$ cat src/rmq_pkg.sv
package rmq_pkg;

    localparam int MAX_ELEMENTS = 1024;
    localparam int BLOCK_SIZE   = 32;
    localparam int NUM_BLOCKS   = (MAX_ELEMENTS + BLOCK_SIZE - 1) / BLOCK_SIZE;

    localparam int ELEM_W    = 32;
    localparam int IDX_W     = $clog2(MAX_ELEMENTS);
    localparam int CNT_W     = IDX_W + 1;
    localparam int OFF_W     = $clog2(BLOCK_SIZE);
    localparam int BLK_IDX_W = $clog2(NUM_BLOCKS);

    typedef logic signed [ELEM_W-1:0] elem_t;
    typedef logic [IDX_W-1:0]         idx_t;
    typedef logic [CNT_W-1:0]         cnt_t;
    typedef logic [BLK_IDX_W-1:0]     blk_idx_t;

    localparam logic OP_WRITE = 1'b0;
    localparam logic OP_QUERY = 1'b1;

    localparam logic ST_OK    = 1'b0;
    localparam logic ST_RANGE = 1'b1;

    typedef enum logic [2:0] {
        S_CLEAR,
        S_IDLE,
        S_WR_ELEM,
        S_SCAN_W,
        S_SCAN_Q,
        S_DRAIN,
        S_DONE
    } state_t;

    typedef struct packed {
        logic valid;
        logic from_blk;
        logic init;
    } issue_t;

    typedef struct packed {
        logic     elem_we;
        idx_t     elem_waddr;
        elem_t    elem_wdata;
        idx_t     elem_raddr;
        logic     blk_we;
        blk_idx_t blk_waddr;
        elem_t    blk_wdata;
        blk_idx_t blk_raddr;
    } mem_req_t;

endpackage

$ cat src/rmq_acc.sv
module rmq_acc (
    input  logic            clk,
    input  logic            rst_n,
    input  rmq_pkg::issue_t issue,
    input  rmq_pkg::elem_t  elem_rdata,
    input  rmq_pkg::elem_t  blk_rdata,
    output rmq_pkg::elem_t  best,
    output logic            busy
);

    import rmq_pkg::*;

    issue_t tag_reg;
    elem_t  best_reg;
    elem_t  best_next;
    elem_t  data;

    always_comb
    begin
        data      = tag_reg.from_blk ? blk_rdata : elem_rdata;
        best_next = best_reg;
        if (tag_reg.valid && (tag_reg.init || (data > best_reg)))
        begin
            best_next = data;
        end
    end

    always_ff @(posedge clk or negedge rst_n)
    begin
        if (!rst_n)
        begin
            tag_reg <= '0;
        end
        else
        begin
            tag_reg <= issue;
        end
    end

    always_ff @(posedge clk)
    begin
        best_reg <= best_next;
    end

    assign best = best_reg;
    assign busy = tag_reg.valid;

endmodule

$ cat config.mk
export PLATFORM = sky130hd
export DESIGN_NAME = rmq_acc
export DESIGN_NICKNAME = d
export VERILOG_FILES = /design/src/rmq_pkg.sv /design/src/rmq_acc.sv
export SDC_FILE = /design/constraint.sdc
export NUM_CORES = 1
export LEC_CHECK = 0
export BUFFER_PORTS_ARGS = -buffer_cell sky130_fd_sc_hd__buf_2
export CORE_MARGIN = 3
export CORE_UTILIZATION = 47
export CTS_CLUSTER_DIAMETER = 100
export DETAILED_ROUTE_END_ITERATION = 16
export PLACE_DENSITY_LB_ADDON = 0.1
export SYNTH_ARGS = -nofsm -noshare
export SYNTH_HDL_FRONTEND = slang
export SYNTH_SLANG_ARGS = --single-unit
$ cat constraint.sdc
create_clock -name clk -period 5.83 [get_ports clk]
set_clock_uncertainty 0.15 [all_clocks]
set_input_delay 1.166 -clock clk [delete_from_list [all_inputs] [get_ports clk]]
set_output_delay 1.166 -clock clk [all_outputs]
set_load 0.05 [all_outputs]
==> results by group <==
Run status
  – Status: completed

Power
  – Peak supply drop: 0.000155 V
  – LEAKAGE: 0.00144 µW
  – Tot Pwr: 742 µW
  – PD cells: 254 nW/µm²

Synthesis
  – Synth warn: 0
  – Largest family of logic cells by synthesized area: adder cells
  – Simple-gate share of the synthesized area: 0.0634
  – Synth Area in Compound Gates: 0.0779
  – Syn_area_per_cell: 12.2 µm²
  – Post-Syn Area: 2250 µm²
  – Post-Synth XOR/XNOR Area: 0
  – Mux contribution to synthesized area: 0.160
  – FF+latch count, synth: 35
  – Gate Count Post-Synth: 184
  – Adder-Cell Fraction of Synth Area: 0.178
  – Synth cell types: 30
  – Register area share after synthesis: 0.461
  – Post-Syn Nets: 285

Routing
  – Routed len/inst: 14.0 µm
  – Post-Route WL: 4810 µm
  – Vias: 1765
  – Drt initial violations: 101
  – Antenna-violating nets left: 0
  – # DRC: 0
  – First-pass iteration count of the detailed router: 4
  – Via density: 5.13

Layout
  – Ratio of cells with drive above 1 in the final layout: 0.493
  – Area Growth Syn to Fin: 29.9%
  – Ant diodes: 0
  – Most common cell after layout, fill and taps aside: buf_2
  – Fill cell count: 380
  – Number of flip-flops in the largest register: 32
  – Commonest non-fill, non-tap cells in the layout: buf_2, inv_1, ha_1, edfxtp_1, mux2_2
  – Cell Count, Final, Fillers Out: 344
  – Final net count: 392

Critical path
  – Reg2reg start: tag_reg[1]
  – Worst setup EP type: register
  – Worst Path Arrival: 4160 ps
  – Startpoint types: register
  – Critical Path Start: tag_reg[1]
  – Crit path kind: reg -> reg
  – CP Data Required Time: 5640 ps
  – Max Fanout on Critical Path: 26

Place
  – DP Wirelength: 4010 µm
  – Final GP Congestion: 0.744
  – Cells after DPL: 336
  – Port Buffers: 101

Floorplanning
  – Top Ports: 102
  – Std cell rows: 24
  – Die Ht: 75.2 µm
  – Die footprint: 5650 µm²
  – Die X: 75.2 µm
  – Core Footprint: 4470 µm²
  – Initial Util: 0.503

Timing
  – Final setup viols: 0
  – Fin crit share: 0.745
  – Worst hold slack: 515 ps
  – Final-report max-slew violation count: 0
  – Max-slew headroom: 0.296
  – Fmax: 230 MHz
  – Unrepaired setup endpoints after global routing: no
  – Fin crit period: 4350 ps
  – Worst Max-Slew Pin Slew: 1060 ps
  – Hold Fails Final Rpt: 0
  – Setup_tns: 0 ps

Global routing
  – Number of global-route vias before repair: 1766
  – Largest net degree at the start of global routing: 27
  – GRT Total Usage: 0.178
  – Gr ovfl total: 0
  – First-pass GRT wire length: 7760 µm
  – Initial antenna violation count: 0

Clocking
  – Root Driver: clkbuf_8
  – Total CTS buffers: 5
  – CTS H-tree depth: 2
  – Cts hold-fix bufs: 0
  – Skew-Pair Late Insertion Delay: 280 ps
  – Resize count post-CTS: 0
  – CTS Sinks: 35
  – CTS tree: done
  – Worst-path clk slew: 70 ps
  – Post-CTS setup buffers: 0
  – Clk buf depth: 2

Job
  – Max-Cap Viols: 0

Worst hold path
  – Min-Delay Path Class: in -> async
critical path: stages, from the launching register on:
cell,delay [ps]
dfrtp_1,1040
buf_4,280
mux2_2,350
ha_1,300
nand2_1,80
nor4_2,300
nand4_1,190
a31o_1,250
a211oi_4,660
buf_4,410
area by class of cell:
type,count,area (µm²),share of cell area
Clock buffer,7,76.3,0.0261
Clock inverter,1,5.00,0.00171
Inverter,32,120,0.0411
Multi-Input combinational cell,113,1090,0.373
Sequential cell,35,1040,0.355
Tap cell,52,65.1,0.0223
Timing Repair Buffer,104,528,0.181
layer usage:
layer	wire length [µm]	vias up	GRT usage
met4	13	0	0.0350
met1	2210	797	0.237
met5	0	-	0
li1	-	891	-
met3	419	2	0.0494
met2	2170	75	0.294
cells in the mapped netlist:
cell,instances,area [µm²]
edfxtp_1,32,961
ha_1,32,400
inv_1,32,120
mux2_2,31,349
a21oi_1,9,45.0
nand2_1,6,22.5
nand4_1,6,37.5
buf_1,3,11.3
dfrtp_1,3,75.1
nand3_1,3,15.0
a211oi_1,2,15.0
a21o_1,2,15.0
a221o_1,2,20.0
a221oi_1,2,17.5
and2_0,2,12.5
nor2_1,2,7.51
o21ai_0,2,10.0
a2111o_1,1,11.3
a2bb2oi_1,1,8.76
a31o_1,1,8.76
and4b_1,1,10.0
clkbuf_1,1,3.75
mux2i_1,1,10.0
nand2b_1,1,6.26
nand4_2,1,12.5
nor2b_1,1,6.26
nor4_2,1,12.5
o211ai_1,1,7.51
o21a_1,1,7.51
o41ai_1,1,8.76
where the power goes:
part / switching, µW / internal [µW] / total [µW]
sequential: 15.3 / 307 / 322
combinational: 163 / 89.3 / 252
clock: 83.1 / 83.8 / 167
logic make-up (layout without fill, tap and decap cells):
family,after synthesis,after routing
buffers and inverters,36,144
adder cells (fa/ha/maj),32,32
AO/OA/AOI/OAI,25,25
flip-flops,35,35
AND/OR/NAND/NOR,24,24
multiplexers,32,32
final timing paths:
path / end / slack (ps) / depth (start not counted)
max: best[19] / 1480 / 9
min in group clk: best[15] / 670 / 2
max in group asynchronous: tag_reg[0] / 4910 / 1
max reg2reg: best[19] / 1480 / 9
min: busy / 520 / 1
min reg2reg: best[15] / 670 / 2
per-stage QoR:
step           area [µm²]  setup slack (ps)  utilization
4_1_cts              2920              1390        0.653
2_1_floorplan        2250               258            -
3_5_place_dp         2840              1370        0.635
6_report             2920              1480        0.653
3_3_place_gp         2840              1550        0.635
5_1_grt              2920              1140        0.653
No activity file was read; power rests on OpenSTA's default activity.
