File: config.mk
export PLATFORM = sky130hd
export DESIGN_NAME = rmq_seq_flat
export DESIGN_NICKNAME = d
export VERILOG_FILES = /design/src/rmq_pkg.sv /design/src/rmq_if.sv /design/src/rmq_seq.sv /design/src/flat_wrapper.sv
export SDC_FILE = /design/constraint.sdc
export NUM_CORES = 1
export LEC_CHECK = 0
export BUFFER_PORTS_ARGS = -buffer_cell sky130_fd_sc_hd__buf_4
export CAP_MARGIN = 20
export CORE_MARGIN = 2
export CORE_UTILIZATION = 51
export DETAILED_ROUTE_END_ITERATION = 10
export HOLD_SLACK_MARGIN = 0.15
export PLACE_DENSITY = 0.8
export SETUP_SLACK_MARGIN = 0.15
export SYNTH_ARGS = -nofsm -noshare
export SYNTH_HDL_FRONTEND = slang
export SYNTH_SLANG_ARGS = --single-unit
File: constraint.sdc
create_clock -name clk -period 7.8 [get_ports clk]
set_clock_uncertainty 0.2 [all_clocks]
set_input_delay 1.56 -clock clk [delete_from_list [all_inputs] [get_ports clk]]
set_output_delay 1.56 -clock clk [all_outputs]
set_load 0.02 [all_outputs]
File: src/rmq_pkg.sv
package rmq_pkg;

    localparam int MAX_ELEMENTS = 1024;
    localparam int BLOCK_SIZE   = 32;
    localparam int NUM_BLOCKS   = (MAX_ELEMENTS + BLOCK_SIZE - 1) / BLOCK_SIZE;

    localparam int ELEM_W    = 32;
    localparam int IDX_W     = $clog2(MAX_ELEMENTS);
    localparam int CNT_W     = IDX_W + 1;
    localparam int OFF_W     = $clog2(BLOCK_SIZE);
    localparam int BLK_IDX_W = $clog2(NUM_BLOCKS);

    typedef logic signed [ELEM_W-1:0] elem_t;
    typedef logic [IDX_W-1:0]         idx_t;
    typedef logic [CNT_W-1:0]         cnt_t;
    typedef logic [BLK_IDX_W-1:0]     blk_idx_t;

    localparam logic OP_WRITE = 1'b0;
    localparam logic OP_QUERY = 1'b1;

    localparam logic ST_OK    = 1'b0;
    localparam logic ST_RANGE = 1'b1;

    typedef enum logic [2:0] {
        S_CLEAR,
        S_IDLE,
        S_WR_ELEM,
        S_SCAN_W,
        S_SCAN_Q,
        S_DRAIN,
        S_DONE
    } state_t;

    typedef struct packed {
        logic valid;
        logic from_blk;
        logic init;
    } issue_t;

    typedef struct packed {
        logic     elem_we;
        idx_t     elem_waddr;
        elem_t    elem_wdata;
        idx_t     elem_raddr;
        logic     blk_we;
        blk_idx_t blk_waddr;
        elem_t    blk_wdata;
        blk_idx_t blk_raddr;
    } mem_req_t;

endpackage

File: src/rmq_if.sv
interface rmq_in_if;
    logic          valid;
    logic          ready;
    logic          op;
    rmq_pkg::idx_t index;
    rmq_pkg::idx_t right_index;
    rmq_pkg::elem_t value;

    modport source (output valid, output op, output index, output right_index,
                    output value, input ready);
    modport sink   (input valid, input op, input index, input right_index,
                    input value, output ready);
endinterface

interface rmq_out_if;
    logic           valid;
    logic           ready;
    rmq_pkg::elem_t max_value;
    logic           status;

    modport source (output valid, output max_value, output status, input ready);
    modport sink   (input valid, input max_value, input status, output ready);
endinterface

File: src/rmq_seq.sv
module rmq_seq (
    input  logic              clk,
    input  logic              rst_n,
    input  rmq_pkg::cnt_t     count,
    rmq_in_if.sink            in_ch,
    rmq_out_if.source         out_ch,
    input  rmq_pkg::elem_t    best,
    input  logic              acc_busy,
    output rmq_pkg::issue_t   issue,
    output rmq_pkg::mem_req_t mem
);

    import rmq_pkg::*;

    state_t state_reg, state_next;
    idx_t   clr_reg, clr_next;
    logic   op_reg, op_next;
    logic   err_reg, err_next;
    idx_t   l_reg, l_next;
    idx_t   r_reg, r_next;
    elem_t  v_reg, v_next;
    cnt_t   p_reg, p_next;
    cnt_t   end_reg, end_next;
    logic   first_reg, first_next;
    logic   out_valid_reg, out_valid_next;
    elem_t  out_max_reg, out_max_next;
    logic   out_status_reg, out_status_next;

    cnt_t   count_use;
    cnt_t   idx_ext;
    cnt_t   ridx_ext;
    cnt_t   start_in;
    cnt_t   start_plus;
    cnt_t   r_ext;
    cnt_t   p_plus_blk;
    logic   bad;

    always_comb
    begin
        count_use  = (count > CNT_W'(MAX_ELEMENTS)) ? CNT_W'(MAX_ELEMENTS) : count;
        idx_ext    = {1'b0, in_ch.index};
        ridx_ext   = {1'b0, in_ch.right_index};
        start_in   = {1'b0, in_ch.index[IDX_W-1:OFF_W], {OFF_W{1'b0}}};
        start_plus = start_in + CNT_W'(BLOCK_SIZE);
        r_ext      = {1'b0, r_reg};
        p_plus_blk = p_reg + CNT_W'(BLOCK_SIZE);
        bad        = (idx_ext >= count_use)
                  || ((in_ch.op == OP_QUERY) && (ridx_ext >= count_use));
    end

    always_comb
    begin
        state_next      = state_reg;
        clr_next        = clr_reg;
        op_next         = op_reg;
        err_next        = err_reg;
        l_next          = l_reg;
        r_next          = r_reg;
        v_next          = v_reg;
        p_next          = p_reg;
        end_next        = end_reg;
        first_next      = first_reg;
        out_valid_next  = out_valid_reg;
        out_max_next    = out_max_reg;
        out_status_next = out_status_reg;

        issue           = '0;
        mem             = '0;
        mem.elem_raddr  = p_reg[IDX_W-1:0];
        mem.blk_raddr   = p_reg[IDX_W-1:OFF_W];
        mem.elem_waddr  = l_reg;
        mem.elem_wdata  = v_reg;
        mem.blk_waddr   = l_reg[IDX_W-1:OFF_W];
        mem.blk_wdata   = best;

        in_ch.ready     = 1'b0;

        if (out_valid_reg && out_ch.ready)
        begin
            out_valid_next = 1'b0;
        end

        case (state_reg)
            S_CLEAR:
            begin
                mem.elem_we    = 1'b1;
                mem.elem_waddr = clr_reg;
                mem.elem_wdata = '0;
                mem.blk_we     = 1'b1;
                mem.blk_waddr  = clr_reg[BLK_IDX_W-1:0];
                mem.blk_wdata  = '0;
                clr_next       = clr_reg + 1'b1;
                if (clr_reg == '1)
                begin
                    state_next = S_IDLE;
                end
            end
            S_IDLE:
            begin
                in_ch.ready    = 1'b1;
                mem.elem_raddr = in_ch.index;
                if (in_ch.valid)
                begin
                    op_next  = in_ch.op;
                    err_next = bad;
                    l_next   = in_ch.index;
                    r_next   = in_ch.right_index;
                    v_next   = in_ch.value;
                    p_next   = idx_ext;
                    end_next = (start_plus > count_use) ? count_use : start_plus;
                    if (bad)
                    begin
                        state_next = S_DONE;
                    end
                    else if (in_ch.op == OP_QUERY)
                    begin
                        // The left element seeds the running maximum.
                        issue.valid = 1'b1;
                        issue.init  = 1'b1;
                        state_next  = S_SCAN_Q;
                    end
                    else
                    begin
                        state_next = S_WR_ELEM;
                    end
                end
            end
            S_WR_ELEM:
            begin
                mem.elem_we = 1'b1;
                p_next      = {1'b0, l_reg[IDX_W-1:OFF_W], {OFF_W{1'b0}}};
                first_next  = 1'b1;
                state_next  = S_SCAN_W;
            end
            S_SCAN_W:
            begin
                if (p_reg < end_reg)
                begin
                    issue.valid = 1'b1;
                    issue.init  = first_reg;
                    first_next  = 1'b0;
                    p_next      = p_reg + 1'b1;
                end
                else
                begin
                    state_next = S_DRAIN;
                end
            end
            S_SCAN_Q:
            begin
                if ((p_reg < r_ext) && (p_reg[OFF_W-1:0] != '0))
                begin
                    issue.valid = 1'b1;
                    p_next      = p_reg + 1'b1;
                end
                else if (p_plus_blk <= r_ext)
                begin
                    issue.valid    = 1'b1;
                    issue.from_blk = 1'b1;
                    p_next         = p_plus_blk;
                end
                else if (p_reg <= r_ext)
                begin
                    issue.valid = 1'b1;
                    p_next      = p_reg + 1'b1;
                end
                else
                begin
                    state_next = S_DRAIN;
                end
            end
            S_DRAIN:
            begin
                if (!acc_busy)
                begin
                    state_next = S_DONE;
                end
            end
            S_DONE:
            begin
                mem.blk_we = (op_reg == OP_WRITE) && !err_reg;
                if (!out_valid_reg || out_ch.ready)
                begin
                    out_valid_next  = 1'b1;
                    out_max_next    = ((op_reg == OP_QUERY) && !err_reg) ? best : '0;
                    out_status_next = err_reg ? ST_RANGE : ST_OK;
                    state_next      = S_IDLE;
                end
            end
            default:
            begin
                state_next = S_IDLE;
            end
        endcase
    end

    always_ff @(posedge clk or negedge rst_n)
    begin
        if (!rst_n)
        begin
            state_reg     <= S_CLEAR;
            clr_reg       <= '0;
            out_valid_reg <= 1'b0;
        end
        else
        begin
            state_reg     <= state_next;
            clr_reg       <= clr_next;
            out_valid_reg <= out_valid_next;
        end
    end

    always_ff @(posedge clk)
    begin
        op_reg         <= op_next;
        err_reg        <= err_next;
        l_reg          <= l_next;
        r_reg          <= r_next;
        v_reg          <= v_next;
        p_reg          <= p_next;
        end_reg        <= end_next;
        first_reg      <= first_next;
        out_max_reg    <= out_max_next;
        out_status_reg <= out_status_next;
    end

    assign out_ch.valid     = out_valid_reg;
    assign out_ch.max_value = out_max_reg;
    assign out_ch.status    = out_status_reg;

endmodule

File: src/flat_wrapper.sv
// flat-port wrapper written by rule: the top's interface ports become plain ports
module rmq_seq_flat import rmq_pkg::*;
  (clk, rst_n, count, best, acc_busy, issue, mem, in_ch_valid, in_ch_op, in_ch_index, in_ch_right_index, in_ch_value, in_ch_ready, out_ch_valid, out_ch_max_value, out_ch_status, out_ch_ready);
  rmq_in_if in_ch_i ();
  rmq_out_if out_ch_i ();
  input  logic clk;
  input  logic rst_n;
  input  rmq_pkg::cnt_t count;
  input  rmq_pkg::elem_t best;
  input  logic acc_busy;
  output rmq_pkg::issue_t issue;
  output rmq_pkg::mem_req_t mem;
  input wire logic [$bits(in_ch_i.valid)-1:0] in_ch_valid;
  input wire logic [$bits(in_ch_i.op)-1:0] in_ch_op;
  input wire logic [$bits(in_ch_i.index)-1:0] in_ch_index;
  input wire logic [$bits(in_ch_i.right_index)-1:0] in_ch_right_index;
  input wire logic [$bits(in_ch_i.value)-1:0] in_ch_value;
  output wire logic [$bits(in_ch_i.ready)-1:0] in_ch_ready;
  output wire logic [$bits(out_ch_i.valid)-1:0] out_ch_valid;
  output wire logic [$bits(out_ch_i.max_value)-1:0] out_ch_max_value;
  output wire logic [$bits(out_ch_i.status)-1:0] out_ch_status;
  input wire logic [$bits(out_ch_i.ready)-1:0] out_ch_ready;
  assign in_ch_i.valid = in_ch_valid;
  assign in_ch_i.op = in_ch_op;
  assign in_ch_i.index = in_ch_index;
  assign in_ch_i.right_index = in_ch_right_index;
  assign in_ch_i.value = in_ch_value;
  assign in_ch_ready = in_ch_i.ready;
  assign out_ch_valid = out_ch_i.valid;
  assign out_ch_max_value = out_ch_i.max_value;
  assign out_ch_status = out_ch_i.status;
  assign out_ch_i.ready = out_ch_ready;
  rmq_seq u_core (.clk(clk), .rst_n(rst_n), .count(count), .in_ch(in_ch_i), .out_ch(out_ch_i), .best(best), .acc_busy(acc_busy), .issue(issue), .mem(mem));
endmodule
==> impl_metrics.toml, run 1 <==
[outcome]
status = "complete, no violations"

[logic_synthesis]
ys_seq_area_share_pct = 49.3
synthTopCellsByArea = "edfxtp_1 45%, ha_1 9.5%, and2_1 8.4%"
synth_top_area_cell = "edfxtp_1"
yosys.area.top_type_share_pct = 44.6
ys_seq_elements = 124
synth_area_per_cell_um2 = 10.4
synth_fp_nets = 868
yosysUniqueCellTypes = 66
synthArstFlopShare_pct = 11.3
syn_inst = 711
netlist_area_mm2 = 0.00741
synth-main-ff-cell = "edfxtp_1"
synth_edf_count = 110
yosys_warnings = 0

[critical_path]
rrSetupSlack_ps = 4080
reg2reg_to = "u_core.p_reg[7]"
cp.required_ps = 6040
critPathKind = "primary input to output pin"
reg2regPathDepth = 8
critPathArrivalTime_ps = 3950
reg2reg_from = "u_core.p_reg[0]"
end_kind = "output pin"
crit_fanout = 12
start_kind = "primary input"

[power]
peakVddDrop_uv = 199
p_per_area_mw_per_mm2 = 379
power.total_w = 0.00374
p_leak_nw = 4.27

[clock_network]
clock_latency_ps = 410
post_cts_buffers = 0
ctsHoldBuffers = 0
cts.clk_slew.worst_paths_ps = 60
ctsHtreeMaxLevel = 4
cts.sinks = 124
clockRootBuffer = "clkbuf_16"
cts_made_buffers = 17
clk_path_buf_depth = 2
cts_tree = "done"
post_cts_resized = 0

[sta]
setup_tns_ps = 0
fmax_ghz = 0.175
rsz0062_at_grt = "no"
worst_pin_slew_ps = 844
max_slew_margin_pct = 43.4
finalSetupViolations = 0
fin_crit_ps = 5710
maxSlewViolCount = 0
finalHoldViolations = 0
finalCritPeriodShare_pct = 73.3

[global_route]
grtUsageTotal_pct = 27.2
grt_pass1_vias = 5919
grt_antenna_before_repair = 0
grt_max_degree = 77
grt_pass1_wl_um = 32900
overflow = 0

[die]
initial_core_util_pct = 51.6
die_y_um = 125
rows = 44
dieArea_mm2 = 0.0155
io_pins = 235
die_w_um = 125
core_area_mm2 = 0.0144

[min_path]
hold_start = "u_core.err_reg"
holdPathStages = 0
worstHoldEndpoint = "u_core.out_ch.status"
min_path_type = "flop to flop"

[cells_and_area]
diodes = 0
layout.nets = 1098
final_common_cell = "buf_4"
multi_input_area_mm2 = 0.00347
final_cell_mix = "241 x buf_4, 110 x edfxtp_1, 99 x and2_1"
drive_above_1_share_pct = 31.4
area_growth_pct = 33.2
nFillCells = 1144
seqCellArea_mm2 = 0.00365

[place]
gp_congestion = 0.936
io_buffers = 234
dpl.hpwl_um = 16100

[drt]
wire_per_inst_um = 18.6
vias = 6237
drtPass1Iterations = 5
wl_um = 21100
drt_iter0_drc = 486
vias_per_cell = 5.48
ant_nets = 0
drc = 0

[flow_run]
cap_violations = 0
[final cells by class]
cell class	count	share of cell area, %
clock buffer	18	4.35
clock inverter	14	1.15
inverter	37	1.41
multi-input combinational	519	35.2
sequential	124	37.0
tap	184	2.33
timing repair buffer	242	18.5
[per-stage QoR]
step | setup WS [ps] | utilization [%] | std cells | hold slack [ps] | instance area, um^2
3_5_place_dp | 2110 | 64.8 | 1105 | 274 | 9300
2_1_floorplan | 2340 | - | 711 | 252 | 7410
5_1_grt | 1960 | 68.7 | 1138 | 321 | 9870
6_report | 2090 | 68.7 | 1138 | 290 | 9870
3_3_place_gp | 2150 | 64.8 | 1105 | 258 | 9300
4_1_cts | 2100 | 68.5 | 1137 | 288 | 9850
[synth_stat cells (3+ instances only)]
cell / number
nor2b_1: 8
a211oi_1: 3
nand2_1: 92
nand4_1: 10
ha_1: 56
nor2_1: 38
o21ai_0: 15
or3_1: 3
nor3b_1: 4
and2_1: 99
a21oi_1: 30
a32oi_1: 4
mux2_1: 3
nor3_1: 9
dfrtp_1: 14
edfxtp_1: 110
buf_4: 6
a31oi_1: 7
o211ai_2: 5
nand2b_1: 11
o21ai_1: 18
o211ai_1: 5
buf_2: 5
clkbuf_1: 17
mux2_2: 4
nand3_1: 16
a21o_1: 7
xnor2_1: 13
o221ai_1: 3
inv_1: 35
xor2_1: 9
and3_1: 7
[layer usage]
metal  vias to the layer above  share of wire (%)  track usage, %
met5                         -                  0               0
met4                         0                3.5            11.5
met3                        43                6.3            5.84
met2                       277                 49            45.8
met1                      2919                 41            34.0
li1                       2998                  -               -
[worst max-delay path, stage by stage]
cell	delay, ps
buf_4	140
inv_1	290
nand2_1	220
ha_1	340
nand4_1	130
nor2_1	120
a21oi_1	80
a311o_1	300
and3_1	260
a221o_1	370
buf_4	160
[where the power goes]
part | switching (W) | internal, W | total [W]
clock network | 0.000307 | 0.000411 | 0.000718
logic | 0.00117 | 0.000767 | 0.00194
registers | 0.000158 | 0.000924 | 0.00108
total | 0.00164 | 0.00210 | 0.00374
[worst max-delay path by stage]
stage                     start       end  slack [ps]  cells past startpoint
floorplan           in_ch_valid  issue[2]        2340                      2
global placement      count[10]  issue[2]        2150                     11
detailed placement    count[10]  issue[2]        2110                     11
CTS                   count[10]  issue[2]        2100                     11
global route          count[10]  issue[2]        1960                     11
finish                count[10]  issue[2]        2090                     11
[kinds of logic after synthesis]
kind of cell | count (synthesis) | share of synthesized area (%)
DFF | 124 | 49.3
and+or+nand+nor | 308 | 21.6
xor gates and xnor gates | 22 | 2.60
muxes | 8 | 1.20
AOI/OAI and AO/OA | 125 | 11.9
adders and majority gates | 56 | 9.46
buffers and inverters | 68 | 3.93
(Power assumes the default switching activity.)
==> run 2, diff against run 1 <==
- ABC_AREA: unset -> 1
- clock period: 7.8 -> 5.4 ns (I/O delays scaled with it)
==> run 2 against run 1 <==
Worst hold slack worse by 11 ps. Area after synthesis is 1.4% lower. Cell count is 11% higher. Via count is 5.5% higher. Synthesized cell count is 17% higher. Register-to-register slack worse by 2100 ps.
==> impl_metrics.toml, run 2 <==
[outcome]
status = "complete, no violations"

[critical_path]
critPathKind = "primary input to output pin"
reg2reg_from = "u_core.state_reg[0]"
reg2regPathDepth = 11
critPathArrivalTime_ps = 3580
rrSetupSlack_ps = 1980
start_kind = "primary input"
end_kind = "output pin"
reg2reg_to = "u_core.p_reg[0]"
crit_fanout = 8
cp.required_ps = 4120

[logic_synthesis]
yosys_warnings = 0
synth-adder-area-share_pct = 9.59
synth_edf_count = 110
synth_common_cells = "159 x nand2_1, 151 x nor2_1, 137 x inv_1"
synth_top_area_cell = "edfxtp_1"
synth_xor_area_share_pct = 2.04
yosysUniqueCellTypes = 44
syn_inst = 833
synth-main-ff-cell = "edfxtp_1"
ys_seq_area_share_pct = 50.0
synth_fp_nets = 990
yosys.area.top_type_share_pct = 45.2
synthArstFlopShare_pct = 11.3
synth_top_family_by_area = "simple AND/OR/NAND/NOR gates"
ys_seq_elements = 124
synthTopCellsByArea = "edfxtp_1 45%, ha_1 9.6%, nand2_1 8.2%"
synth.area.mux_share_pct = 0
synth_simple_gate_area_share_pct = 24.1
post-synth-top-count-cell = "nand2_1"
synth_area_per_cell_um2 = 8.77
synth_compound_area_share_pct = 5.43
netlist_area_mm2 = 0.00731

[die]
initial_core_util_pct = 52.5
die_w_um = 124
die_y_um = 124
dieArea_mm2 = 0.0153
io_pins = 235
core_area_mm2 = 0.0139
rows = 43

[min_path]
worstHoldEndpoint = "u_core.out_ch.status"
holdPathStages = 0
hold_start = "u_core.err_reg"
min_path_type = "flop to flop"

[cells_and_area]
final_cell_mix = "238 x buf_4, 159 x nand2_1, 150 x nor2_1"
drive_above_1_share_pct = 27.8
stdcell_count = 1264
diodes = 0
area_growth_pct = 35.1
nFillCells = 1092
layout.nets = 1228
seqCellArea_mm2 = 0.00365
final_common_cell = "buf_4"
stdcell_area_mm2 = 0.00988
multi_input_area_mm2 = 0.00302

[power]
p_leak_nw = 4.90
peakVddDrop_uv = 220
p_per_area_mw_per_mm2 = 244

[place]
io_buffers = 234
gp_congestion = 0.943
place_area_mm2 = 0.00923
place_inst = 1231
dp_slack_ps = 613
dpl.hpwl_um = 16000

[clock_network]
ctsHoldBuffers = 0
post_cts_buffers = 0
cts_tree = "done"
clk_path_buf_depth = 2
clock_latency_ps = 420
ctsHtreeMaxLevel = 4
clockRootBuffer = "clkbuf_16"
cts_made_buffers = 17
cts.sinks = 124
post_cts_resized = 0
cts.clk_slew.worst_paths_ps = 50

[sta]
setup_ws_ps = 544
setup_tns_ps = 0
fin_crit_ps = 4860
finalCritPeriodShare_pct = 89.9
max_slew_margin_pct = 43.6
rsz0062_at_grt = "no"
fmax_ghz = 0.206
worst_pin_slew_ps = 846
maxSlewViolCount = 0
finalHoldViolations = 0
finalSetupViolations = 0

[drt]
drtPass1Iterations = 5
vias_per_cell = 5.20
drt_iter0_drc = 480
drc = 0
ant_nets = 0
wl_um = 21100
wire_per_inst_um = 16.7
vias = 6578

[global_route]
grt_pass1_wl_um = 31100
grt_max_degree = 67
grt_antenna_before_repair = 0
overflow = 0
grtUsageTotal_pct = 27.1
grt_pass1_vias = 6096

[flow_run]
cap_violations = 0
==> run 2: layer usage <==
layer	vias up	GRT usage, %	wire [um]	part of all wire [%]
li1	3193	-	-	-
met1	3067	33.4	8280	39
met2	278	47.4	10700	51
met3	40	5.49	1600	7.6
met4	0	9.09	467	2.2
met5	-	0	0	0
==> run 2: report_power, final <==
part	internal (W)	leakage, nW	switching, W
Combinational	0.0000794	3.42	0.0000891
Clock	0.000771	0.299	0.000427
Sequential	0.00104	1.18	0.0000000000000000000195
Total	0.00189	4.90	0.000517
==> run 2: metrics by stage <==
step | utilization [%] | hold slack [ps] | power (W)
2_1_floorplan | - | 250 | 0.00113
3_3_place_gp | 66.2 | 271 | 0.00123
3_5_place_dp | 66.2 | 262 | 0.00123
4_1_cts | 70.7 | 275 | 0.00242
5_1_grt | 70.9 | 309 | 0.00248
6_report | 70.9 | 279 | 0.00241
==> run 2: worst max-delay path, cell delays in order <==
cell	delay, ps
buf_4	120
nor4_1	300
a31o_2	280
nand2_1	160
ha_1	340
a21oi_1	160
o21ai_0	100
nand2_1	60
nand3_1	60
nor2_1	350
nand4_1	250
nand3_1	150
buf_4	150
==> run 2: layout make-up <==
cell class | count | area share [%]
clock buffers | 17 | 4.31
clock inverters | 15 | 1.95
inverters | 145 | 5.56
multi-input cells | 544 | 30.5
flip-flops and latches | 124 | 37.0
well taps | 180 | 2.28
repair buffers | 239 | 18.4
==> run 2: cell families after synthesis <==
family / after synthesis
flip-flops: 124
XOR/XNOR: 17
adder cells (fa/ha/maj): 56
AO/OA/AOI/OAI: 69
AND/OR/NAND/NOR: 402
buffers and inverters: 165
==> run 2: worst max-delay path by stage <==
stage,from,end,slack [ps],cells past startpoint
floorplan,in_ch_valid,issue[2],740,4
global route,count[3],issue[2],340,13
CTS,count[4],issue[2],600,13
global placement,count[10],issue[2],640,13
finish,count[4],issue[2],540,13
detailed placement,count[3],issue[2],610,13
